<file path="config.mk">
export PLATFORM = sky130hd
export DESIGN_NAME = http_chunked_body_decoder_core
export DESIGN_NICKNAME = d
export VERILOG_FILES = /design/src/hw/rtl/hcd_pkg.sv /design/src/hw/rtl/http_chunked_body_decoder_core.sv /design/src/hw/rtl/hcd_parser.sv /design/src/hw/rtl/hcd_out_stage.sv
export SDC_FILE = /design/constraint.sdc
export NUM_CORES = 1
export LEC_CHECK = 0
export ABC_AREA = 1
export BUFFER_PORTS_ARGS = -buffer_cell sky130_fd_sc_hd__buf_4
export CORE_MARGIN = 1
export CORE_UTILIZATION = 40
export CTS_CLUSTER_DIAMETER = 80
export DETAILED_ROUTE_END_ITERATION = 12
export SKIP_CTS_REPAIR_TIMING = 1
export SYNTH_ARGS = -nofsm -noshare
export SYNTH_HDL_FRONTEND = slang
export SYNTH_SLANG_ARGS = --single-unit
export TNS_END_PERCENT = 100
</file>
<file path="constraint.sdc">
create_clock -name clk -period 2.8 [get_ports clk]
set_input_delay 0.56 -clock clk [delete_from_list [all_inputs] [get_ports clk]]
set_output_delay 0.56 -clock clk [all_outputs]
set_load 0.02 [all_outputs]
</file>
<file path="src/hw/rtl/hcd_pkg.sv">
package hcd_pkg;

  localparam logic [1:0] KIND_DATA = 2'd0;
  localparam logic [1:0] KIND_END  = 2'd1;
  localparam logic [1:0] KIND_ERR  = 2'd2;

  localparam logic [7:0] CH_LF   = 8'h0a;
  localparam logic [7:0] CH_CR   = 8'h0d;
  localparam logic [7:0] CH_SEMI = 8'h3b;

  typedef struct packed {
    logic [1:0] kind;
    logic [7:0] data;
    logic       chunk_end;
  } result_t;

  // {digit valid, digit value}
  function automatic logic [4:0] hex_decode(input logic [7:0] b);
    logic [4:0] r;
    r = 5'd0;
    if (b >= 8'h30 && b <= 8'h39) begin
      r = {1'b1, 4'(b - 8'h30)};
    end else if (b >= 8'h61 && b <= 8'h66) begin
      r = {1'b1, 4'(b - 8'h57)};
    end else if (b >= 8'h41 && b <= 8'h46) begin
      r = {1'b1, 4'(b - 8'h37)};
    end
    return r;
  endfunction

endpackage

</file>
<file path="src/hw/rtl/http_chunked_body_decoder_core.sv">
// output: a result is registered in the output register, or in the skid register while the output stalls
// throughput: one byte per cycle; a stalled output is absorbed by a one-entry
//   skid register, so input stalls only when both output registers are full
// reset: synchronous rst returns the parser to the start of a size line and
//   empties the output registers
module http_chunked_body_decoder_core import hcd_pkg::*; #(
  parameter int SIZE_WIDTH = 32
) (
  input  logic       clk,
  input  logic       rst,
  input  logic       in_valid,
  output logic       in_ready,
  input  logic [7:0] in_byte,
  output logic       out_valid,
  input  logic       out_ready,
  output logic [1:0] kind,
  output logic [7:0] data,
  output logic       chunk_end
);

  logic    in_fire;
  logic    res_valid;
  result_t res;
  result_t out_res;

  assign in_fire = in_valid && in_ready;

  hcd_parser #(.SIZE_WIDTH(SIZE_WIDTH)) u_parser (
    .clk       (clk),
    .rst       (rst),
    .in_fire   (in_fire),
    .in_byte   (in_byte),
    .res_valid (res_valid),
    .res       (res)
  );

  hcd_out_stage u_out (
    .clk       (clk),
    .rst       (rst),
    .push      (in_fire && res_valid),
    .push_res  (res),
    .can_take  (in_ready),
    .out_valid (out_valid),
    .out_ready (out_ready),
    .out_res   (out_res)
  );

  assign kind      = out_res.kind;
  assign data      = out_res.data;
  assign chunk_end = out_res.chunk_end;

endmodule

</file>
<file path="src/hw/rtl/hcd_parser.sv">
module hcd_parser import hcd_pkg::*; #(
  parameter int SIZE_WIDTH = 32
) (
  input  logic       clk,
  input  logic       rst,
  input  logic       in_fire,
  input  logic [7:0] in_byte,
  output logic       res_valid,
  output result_t    res
);

  typedef enum logic [2:0] {
    PH_SIZE, PH_EXT, PH_SIZE_LF, PH_DATA, PH_DATA_CR, PH_DATA_LF, PH_DONE, PH_RESYNC
  } phase_t;

  phase_t                  phase, phase_next;
  logic [SIZE_WIDTH-1:0]   size_accum, size_accum_next;
  logic [SIZE_WIDTH-1:0]   bytes_left, bytes_left_next;
  logic                    digit_seen, digit_seen_next;
  logic [4:0]              hex;
  logic [SIZE_WIDTH-1:0]   left_dec;
  logic                    is_lf;

  assign hex      = hex_decode(in_byte);
  assign is_lf    = (in_byte == CH_LF);
  assign left_dec = (bytes_left != '0) ? bytes_left - 1'b1 : bytes_left;

  always_comb begin
    phase_next      = phase;
    size_accum_next = size_accum;
    bytes_left_next = bytes_left;
    digit_seen_next = digit_seen;
    res_valid       = 1'b0;
    res             = '{kind: KIND_ERR, data: 8'd0, chunk_end: 1'b0};

    unique case (phase)
      PH_SIZE: begin
        if (hex[4] && size_accum[SIZE_WIDTH-1 -: 4] == 4'd0) begin
          size_accum_next = {size_accum[SIZE_WIDTH-5:0], hex[3:0]};
          digit_seen_next = 1'b1;
        end else if (!hex[4] && in_byte == CH_SEMI && digit_seen) begin
          phase_next = PH_EXT;
        end else if (!hex[4] && in_byte == CH_CR && digit_seen) begin
          phase_next = PH_SIZE_LF;
        end else begin
          res_valid = 1'b1;
        end
      end
      PH_EXT: begin
        if (in_byte == CH_CR) phase_next = PH_SIZE_LF;
        else if (is_lf) res_valid = 1'b1;
      end
      PH_SIZE_LF: begin
        if (!is_lf) begin
          res_valid = 1'b1;
        end else begin
          digit_seen_next = 1'b0;
          if (size_accum == '0) begin
            phase_next = PH_DONE;
            res_valid  = 1'b1;
            res.kind   = KIND_END;
          end else begin
            bytes_left_next = size_accum;
            size_accum_next = '0;
            phase_next      = PH_DATA;
          end
        end
      end
      PH_DATA: begin
        bytes_left_next = left_dec;
        res_valid       = 1'b1;
        res.kind        = KIND_DATA;
        res.data        = in_byte;
        if (left_dec == '0) begin
          phase_next    = PH_DATA_CR;
          res.chunk_end = 1'b1;
        end
      end
      PH_DATA_CR: begin
        if (in_byte == CH_CR) phase_next = PH_DATA_LF;
        else res_valid = 1'b1;
      end
      PH_DATA_LF: begin
        if (is_lf) phase_next = PH_SIZE;
        else res_valid = 1'b1;
      end
      PH_DONE: begin
      end
      PH_RESYNC: begin
        if (is_lf) begin
          phase_next      = PH_SIZE;
          size_accum_next = '0;
          digit_seen_next = 1'b0;
        end
      end
      default: begin
      end
    endcase

    // every error clears the size line and waits for the next lf; an lf that is itself the error restarts at once
    if (res_valid && res.kind == KIND_ERR) begin
      size_accum_next = '0;
      digit_seen_next = 1'b0;
      phase_next      = is_lf ? PH_SIZE : PH_RESYNC;
    end
  end

  always_ff @(posedge clk) begin
    if (rst) begin
      phase      <= PH_SIZE;
      size_accum <= '0;
      bytes_left <= '0;
      digit_seen <= 1'b0;
    end else if (in_fire) begin
      phase      <= phase_next;
      size_accum <= size_accum_next;
      bytes_left <= bytes_left_next;
      digit_seen <= digit_seen_next;
    end
  end

  a_done_sticky: assert property (@(posedge clk) disable iff (rst)
    phase == PH_DONE |=> phase == PH_DONE)
    else $error("left end-of-body phase");

  a_nondata_clean: assert property (@(posedge clk) disable iff (rst)
    res_valid && res.kind != KIND_DATA |-> res.data == 8'd0 && !res.chunk_end)
    else $error("non-payload result carries data");

  a_last_byte: assert property (@(posedge clk) disable iff (rst)
    in_fire && phase == PH_DATA && bytes_left == SIZE_WIDTH'(1) |=> phase == PH_DATA_CR)
    else $error("chunk did not end after last byte");

endmodule

</file>
<file path="src/hw/rtl/hcd_out_stage.sv">
module hcd_out_stage import hcd_pkg::*; (
  input  logic    clk,
  input  logic    rst,
  input  logic    push,
  input  result_t push_res,
  output logic    can_take,
  output logic    out_valid,
  input  logic    out_ready,
  output result_t out_res
);

  logic    skid_valid;
  result_t skid_res;
  logic    pop;

  assign pop      = out_valid && out_ready;
  assign can_take = !skid_valid;

  always_ff @(posedge clk) begin
    if (rst) begin
      out_valid  <= 1'b0;
      skid_valid <= 1'b0;
    end else if (skid_valid) begin
      if (pop) begin
        out_valid  <= 1'b1;
        skid_valid <= 1'b0;
      end
    end else if (push) begin
      if (!out_valid || pop) begin
        out_valid <= 1'b1;
      end else begin
        skid_valid <= 1'b1;
      end
    end else if (pop) begin
      out_valid <= 1'b0;
    end
  end

  // payload, no reset
  always_ff @(posedge clk) begin
    if (skid_valid) begin
      if (pop) out_res <= skid_res;
    end else if (push) begin
      if (!out_valid || pop) out_res <= push_res;
      else skid_res <= push_res;
    end
  end

  a_skid_behind_out: assert property (@(posedge clk) disable iff (rst)
    skid_valid |-> out_valid)
    else $error("skid holds a result with empty output");

  a_skid_on_stall: assert property (@(posedge clk) disable iff (rst)
    $rose(skid_valid) |-> $past(out_valid && !out_ready && push))
    else $error("skid filled without a stall");

endmodule

</file>
==> key figures, run 1 <==
Finish
  • Final instance area: 7190 µm²
  • Antenna cells: 0
  • Filler Cell Count: roughly 1.6k
  • Final core occ: 47.3%
  • Area Growth Syn to Fin: 15.5%
  • Final net count: approximately 1.1k
  • Layout cells sized above 1: 12.6%

Routing
  • Detailed router's first-iteration violation count: roughly 570
  • Wire per inst: ~15 µm
  • Post-route ant nets: 0
  • DR DRC count: 0
  • Via density: 5.13
  • Final WL: 18.3 mm
  • DR vias: 6,360
  • TritonRoute pass-1 iters: 7

Place
  • Hpwl dp: between 10 and 15 mm
  • Post-DP Area: 6840 µm²
  • Setup Slack @ Placement: between 0.03 and 0.04 ns
  • Port Buf Inserts: 24
  • Gpl congestion: 0.939

Clock tree
  • Buffer depth of the longest clock path: 2
  • TritonCTS clock tree: yes
  • TritonCTS Sinks: 92
  • Worst-skew pair later-pin latency: between 0.3 and 0.4 ns
  • Cts bufs inserted: 9
  • Worst-path clk slew: ~0.07 ns
  • Clock Root Buffer: clkbuf_16
  • H-tree Lvls: 3

Pwr
  • Switching share of power: 52.3%
  • Static Leakage: 3.56 nW
  • Seq pwr share: between 20% and 30%
  • Total power: 9.85 mW
  • Sw Pwr: between 5 and 6 mW
  • PwrDens: 1370 nW/µm²
  • Combinational share of power: 65.7%
  • Maximum vdd drop: 0.000469 V
  • Internal Power: 4.69 mW
  • Share of power burned in the clock network: 12.5%

Floorplanning
  • Core Rows: 45
  • IO Pins: 25
  • Core outline area: 15,200 µm²
  • Die height: 127 µm
  • Starting density of the core: between 40 and 50%
  • Die area: 16,100 µm²
  • DIE WIDTH: 127 µm

Synth
  • Synth area leader: dfxtp_1
  • Post-Syn Instances: 1,005
  • Ys async rst share: 0%
  • Post-synth EDFFs: 22
  • Top cell type's share of synthesized area: 22.5%
  • Ys Warns: 0
  • Commonest cells in the netlist: nand2_1, nor2_1, inv_1
  • Syn Area/Cell: 6.19 µm²
  • Syn nets: 1,023
  • Yosys reg bits: 92
  • Post-synth cell types: 39
  • Leading post-synthesis cells by cell area: dfxtp_1, nand2_1, edfxtp_1
  • Most common cell in the synthesized netlist: nand2_1
  • Synth Cell Area: 6220 µm²
  • Sequential area share after synthesis: 33.1%
  • Ys flop type: dfxtp_1

Global route
  • Number of global-route vias before repair: 5,955
  • First-pass GRT wire length: 30.6 mm
  • Number of antenna violations at the first check in global routing: 0
  • Largest net degree at the start of global routing: 51
  • Grt ovf: 0
  • Tot GR Track Use: around a quarter

Critical path
  • Req. time, crit path: just over 3 ns
  • Critical-path maximum fanout: 6
  • CP endpoint kind: flop
  • WS Path Type: flop to flop
  • Arrival time worst endpoint: between 2 and 3 ns
  • Startpoint Class: flop

STA
  • Final hold violations: 0
  • Setup-failing EPs final: 0
  • Worst-Margin Slew: 0.684 ns
  • Final clock skew: 0.0136 ns
  • Setup TNS: 0 ns
  • Tmin final: between 2 and 3 ns
  • Final setup margin: 0.242 ns
  • Pins Over Slew Limit: 0
  • RSZ-0062 raised after global routing: false
  • Part of the cycle the worst path needs: 91.4%
  • Max-slew headroom: 54.4%
  • Achievable Freq: 391 MHz

Status
  • Outcome: finished, final reports clean

Min path
  • Hold Crit Class: flop to flop

Job
  • Max cap viols: 0
[per-layer routing]
metal	GRT usage [%]	wire length, µm	vias up
met1	33.8	8830	2848
met2	38.1	8070	182
met5	0	0	-
met3	4.26	983	24
met4	8.12	433	0
li1	-	-	3306
[cell families after synthesis]
family,Yosys count,share of synthesized area [%]
fa+ha+maj,6,1.21
xor+xnor,8,1.13
compound gates,113,11.3
simple gates,598,41.2
flops,92,33.1
buf+inv,188,12.0
[state kept, by name (all words and copies together) (netlist names)]
register	count
u_out.out_res	11
u_parser.phase	3
u_out.skid_valid	1
u_out.skid_res	11
u_parser.size_accum	32
u_parser.digit_seen	1
u_parser.bytes_left	32
u_out.out_valid	1
[per-stage QoR]
| stage | cells | hold WS, ns |
|---|---|---|
| after floorplan | 1005 | 0.446 |
| final | 1240 | 0.495 |
| after detailed placement | 1222 | 0.477 |
| after global routing | 1240 | 0.525 |
| after global placement | 1222 | 0.482 |
| after CTS | 1238 | 0.487 |
[layout make-up]
class	count	area, µm²	share of cell area (%)
Multi-Input combinational cell	725	3450	48.0
Tap cell	188	235	3.27
Clock inverter	6	53.8	0.748
Sequential cell	92	2060	28.7
Inverter	146	548	7.62
Timing Repair Buffer	73	598	8.32
Clock buffer	10	239	3.32
[worst max-delay path, cell delays in order, from the launching register on]
cell	delay, ns
dfxtp_1	0.38
inv_1	0.10
ha_4	0.19
nand2_1	0.18
inv_1	0.10
nand2_1	0.14
inv_1	0.09
nand2_1	0.06
nand2_1	0.05
nand2_1	0.07
nand2_1	0.05
nor2_1	0.14
nand2_1	0.08
nor2_2	0.17
nand3_1	0.14
nand2_1	0.15
nand2_2	0.12
a21oi_1	0.17
nor2_1	0.06
[power groups by stage]
stage               Sequential, mW  Clock, mW  Combinational [mW]
floorplan                     2.13          0                4.48
detailed placement            2.15          0                6.33
finish                        2.15       1.23                6.47
global placement              2.15          0                6.34
global route                  2.19       1.30                7.37
CTS                           2.12       1.26                6.37
[layout by cell type, fill, tap and decap left out, drive strengths merged]
cell type,count
a211oi,4
a21oi,46
a221oi,19
buf,73
clkbuf,10
clkinvlp,1
dfxtp,70
edfxtp,22
ha,6
inv,151
nand2,314
nand3,53
nand4,44
nor2,170
nor3,12
nor4,5
o211ai,5
o21a,1
o21ai,32
o221ai,2
o311ai,1
o31ai,2
o41ai,1
xnor2,2
xor2,6
[path summary, 6_finish.rpt]
check | from | cells after the start | end | slack [ns]
hold reg to reg | u_parser.bytes_left[0] | 2 | u_parser.bytes_left[0] | 0.49
hold / removal | u_parser.bytes_left[0] | 2 | u_parser.bytes_left[0] | 0.49
setup reg to reg | u_parser.bytes_left[1] | 18 | u_parser.phase[2] | 0.24
setup / recovery | u_parser.bytes_left[1] | 18 | u_parser.phase[2] | 0.24
Power figures use the tool's default switching activity.
==> run 2, diff against run 1 <==
- BUFFER_PORTS_ARGS: -buffer_cell sky130_fd_sc_hd__buf_4 -> -buffer_cell sky130_fd_sc_hd__clkbuf_2
- SYNTH_HIERARCHICAL: not set -> 1
==> run 2 against run 1 <==
  * Routed wire length down 6.2%
  * Synthesized cell count down 8.0%
  * Core utilization up 0.95 points
  * Cell count down 6.4%
  * Setup slack worse by 0.018 ns
  * Largest cell class unchanged
  * Highest routed layer unchanged
==> key figures, run 2 <==
STA
  • Pins Over Slew Limit: 0
  • Worst-Margin Slew: 0.522 ns
  • Setup-failing EPs final: 0
  • Part of the cycle the worst path needs: slightly above 90%
  • Final clock skew: 0.00860 ns
  • Max-slew headroom: 65.2%
  • Setup TNS: 0 ns
  • Final hold violations: 0
  • RSZ-0062 raised after global routing: false
  • Tmin final: 2.58 ns
  • Achievable Freq: ~390 MHz

Global route
  • Grt ovf: 0
  • Tot GR Track Use: between 20% and 30%
  • First-pass GRT wire length: 27.8 mm
  • Largest net degree at the start of global routing: 65
  • Number of global-route vias before repair: 5,427
  • Number of antenna violations at the first check in global routing: 0

Clock tree
  • TritonCTS clock tree: yes
  • TritonCTS Sinks: 92
  • H-tree Lvls: 3
  • Clock Root Buffer: clkbuf_16
  • Buffer depth of the longest clock path: 2
  • Worst-skew pair later-pin latency: approximately 0.35 ns
  • Worst-path clk slew: about 0.070 ns
  • Cts bufs inserted: 9

Place
  • Placed cells: 1,143
  • Post-DP Area: between 6000 and 7000 µm²
  • Gpl congestion: 0.972
  • Port Buf Inserts: 24
  • Hpwl dp: approximately 13 mm

Finish
  • Final instance area: ~6800 µm²
  • Regs by FF count: u_parser/bytes_left (32), u_parser/size_accum (32)
  • Filler Cell Count: between 1k and 1.5k
  • Antenna cells: 0
  • Area Growth Syn to Fin: 16.0%
  • Final net count: between 900 and 1k
  • Finished Layout Cells: 1,161
  • Most common cell after layout, fill and taps aside: nand2_1
  • Commonest cells after routing, fill and taps aside: nand2_1, nor2_1, inv_1
  • Layout cells sized above 1: 14.1%

Floorplanning
  • Die height: 123 µm
  • Core outline area: 14,000 µm²
  • IO Pins: 25
  • Die area: 15,100 µm²
  • Starting density of the core: 41.6%
  • Core Rows: 43
  • DIE WIDTH: 123 µm

Routing
  • DR vias: 6,000
  • Via density: approximately 5.2
  • DR DRC count: 0
  • Detailed router's first-iteration violation count: 418
  • Post-route ant nets: 0
  • Final WL: 17.2 mm
  • Wire per inst: 14.8 µm
  • TritonRoute pass-1 iters: 5

Synth
  • Ys async rst share: 0%
  • Synth area leader: dfxtp_1
  • Syn nets: 943
  • Leading post-synthesis cells by cell area: dfxtp_1, nand2_1, nor2_1
  • Top cell type's share of synthesized area: 24.0%
  • Ys Warns: 6
  • Commonest cells in the netlist: nand2_1, nor2_1, inv_1
  • Post-synth EDFFs: 22
  • Post-synth cell types: 38
  • Synth Cell Area: 5840 µm²
  • Sequential area share after synthesis: 35.3%
  • Ys flop type: dfxtp_1
  • Post-Syn Instances: ~930
  • Most common cell in the synthesized netlist: nand2_1
  • Syn Area/Cell: 6.31 µm²
  • Yosys reg bits: 92

Critical path
  • CP endpoint kind: flop
  • Startpoint Class: flop
  • Req. time, crit path: 3.05 ns
  • Arrival time worst endpoint: between 2 and 3 ns
  • WS Path Type: flop to flop
  • Critical-path maximum fanout: 6
  • Register-to-Register Setup Slack: 0.22 ns

Job
  • Max cap viols: 0

Status
  • Outcome: finished, final reports clean

Min path
  • Hold Crit Class: input port to flop
[run 2: cell type report]
class	count	area [µm²]	area share (%)
multi-input combinational	704	3270	48.2
sequential	92	2060	30.4
timing repair buffer	74	533	7.87
inverter	95	362	5.34
clock buffer	9	225	3.32
tap	180	225	3.32
clock inverter	7	100	1.48
[run 2: metal layers]
layer | vias to the layer above | track usage (%) | share of wire (%)
li1 | 3090 | - | -
met1 | 2740 | 34.6 | 50
met2 | 142 | 35.8 | 43
met3 | 28 | 4.32 | 4.3
met4 | 0 | 9.07 | 2.2
met5 | - | 0 | 0
[run 2: cell families (layout without fill, tap and decap cells)]
logic type,Yosys count,after routing,share of synthesized area (%)
and+or+nand+nor,545,545,39.6
AOI/OAI and AO/OA,147,147,13.7
buffers and inverters,129,185,9.19
DFF,92,92,35.3
adders and majority gates,6,6,1.29
xor gates and xnor gates,6,6,0.900
[run 2: through the flow]
stage / utilization, % / setup WS, ns / hold slack (ns)
floorplan: - / 0.158 / 0.438
global route: 48.2 / 0.0182 / 0.390
global placement: 45.7 / 0.0575 / 0.460
detailed placement: 45.7 / 0.0144 / 0.465
finish: 48.2 / 0.224 / 0.408
CTS: 48.0 / 0.0559 / 0.399
[run 2: critical path, cell delays in order (launching register included)]
cell,delay [ns]
dfxtp_1,0.32
inv_1,0.15
ha_2,0.27
nand2_1,0.14
inv_1,0.15
nand2_1,0.13
nand2_1,0.09
nand2_1,0.08
nand2_2,0.11
nand2_1,0.07
nor2_1,0.09
nand2_1,0.06
nor2_1,0.17
nand3_1,0.20
nand3_2,0.14
nand4_4,0.12
nor2_1,0.12
nor2_1,0.05
[run 2: path summary, 6_finish.rpt]
check / start / end / cells after the start
worst max-delay path: u_parser/bytes_left[0] / u_parser/phase[1] / 17
worst min-delay path: rst / u_parser/size_accum[0] / 2
worst max register to register: u_parser/bytes_left[0] / u_parser/phase[1] / 17
worst min register to register: u_parser/size_accum[0] / u_parser/size_accum[0] / 2
Power of run 2 is left out: the tool's default activity adds up to more than one toggle a clock period on the data nets, which glitch-free logic cannot reach.
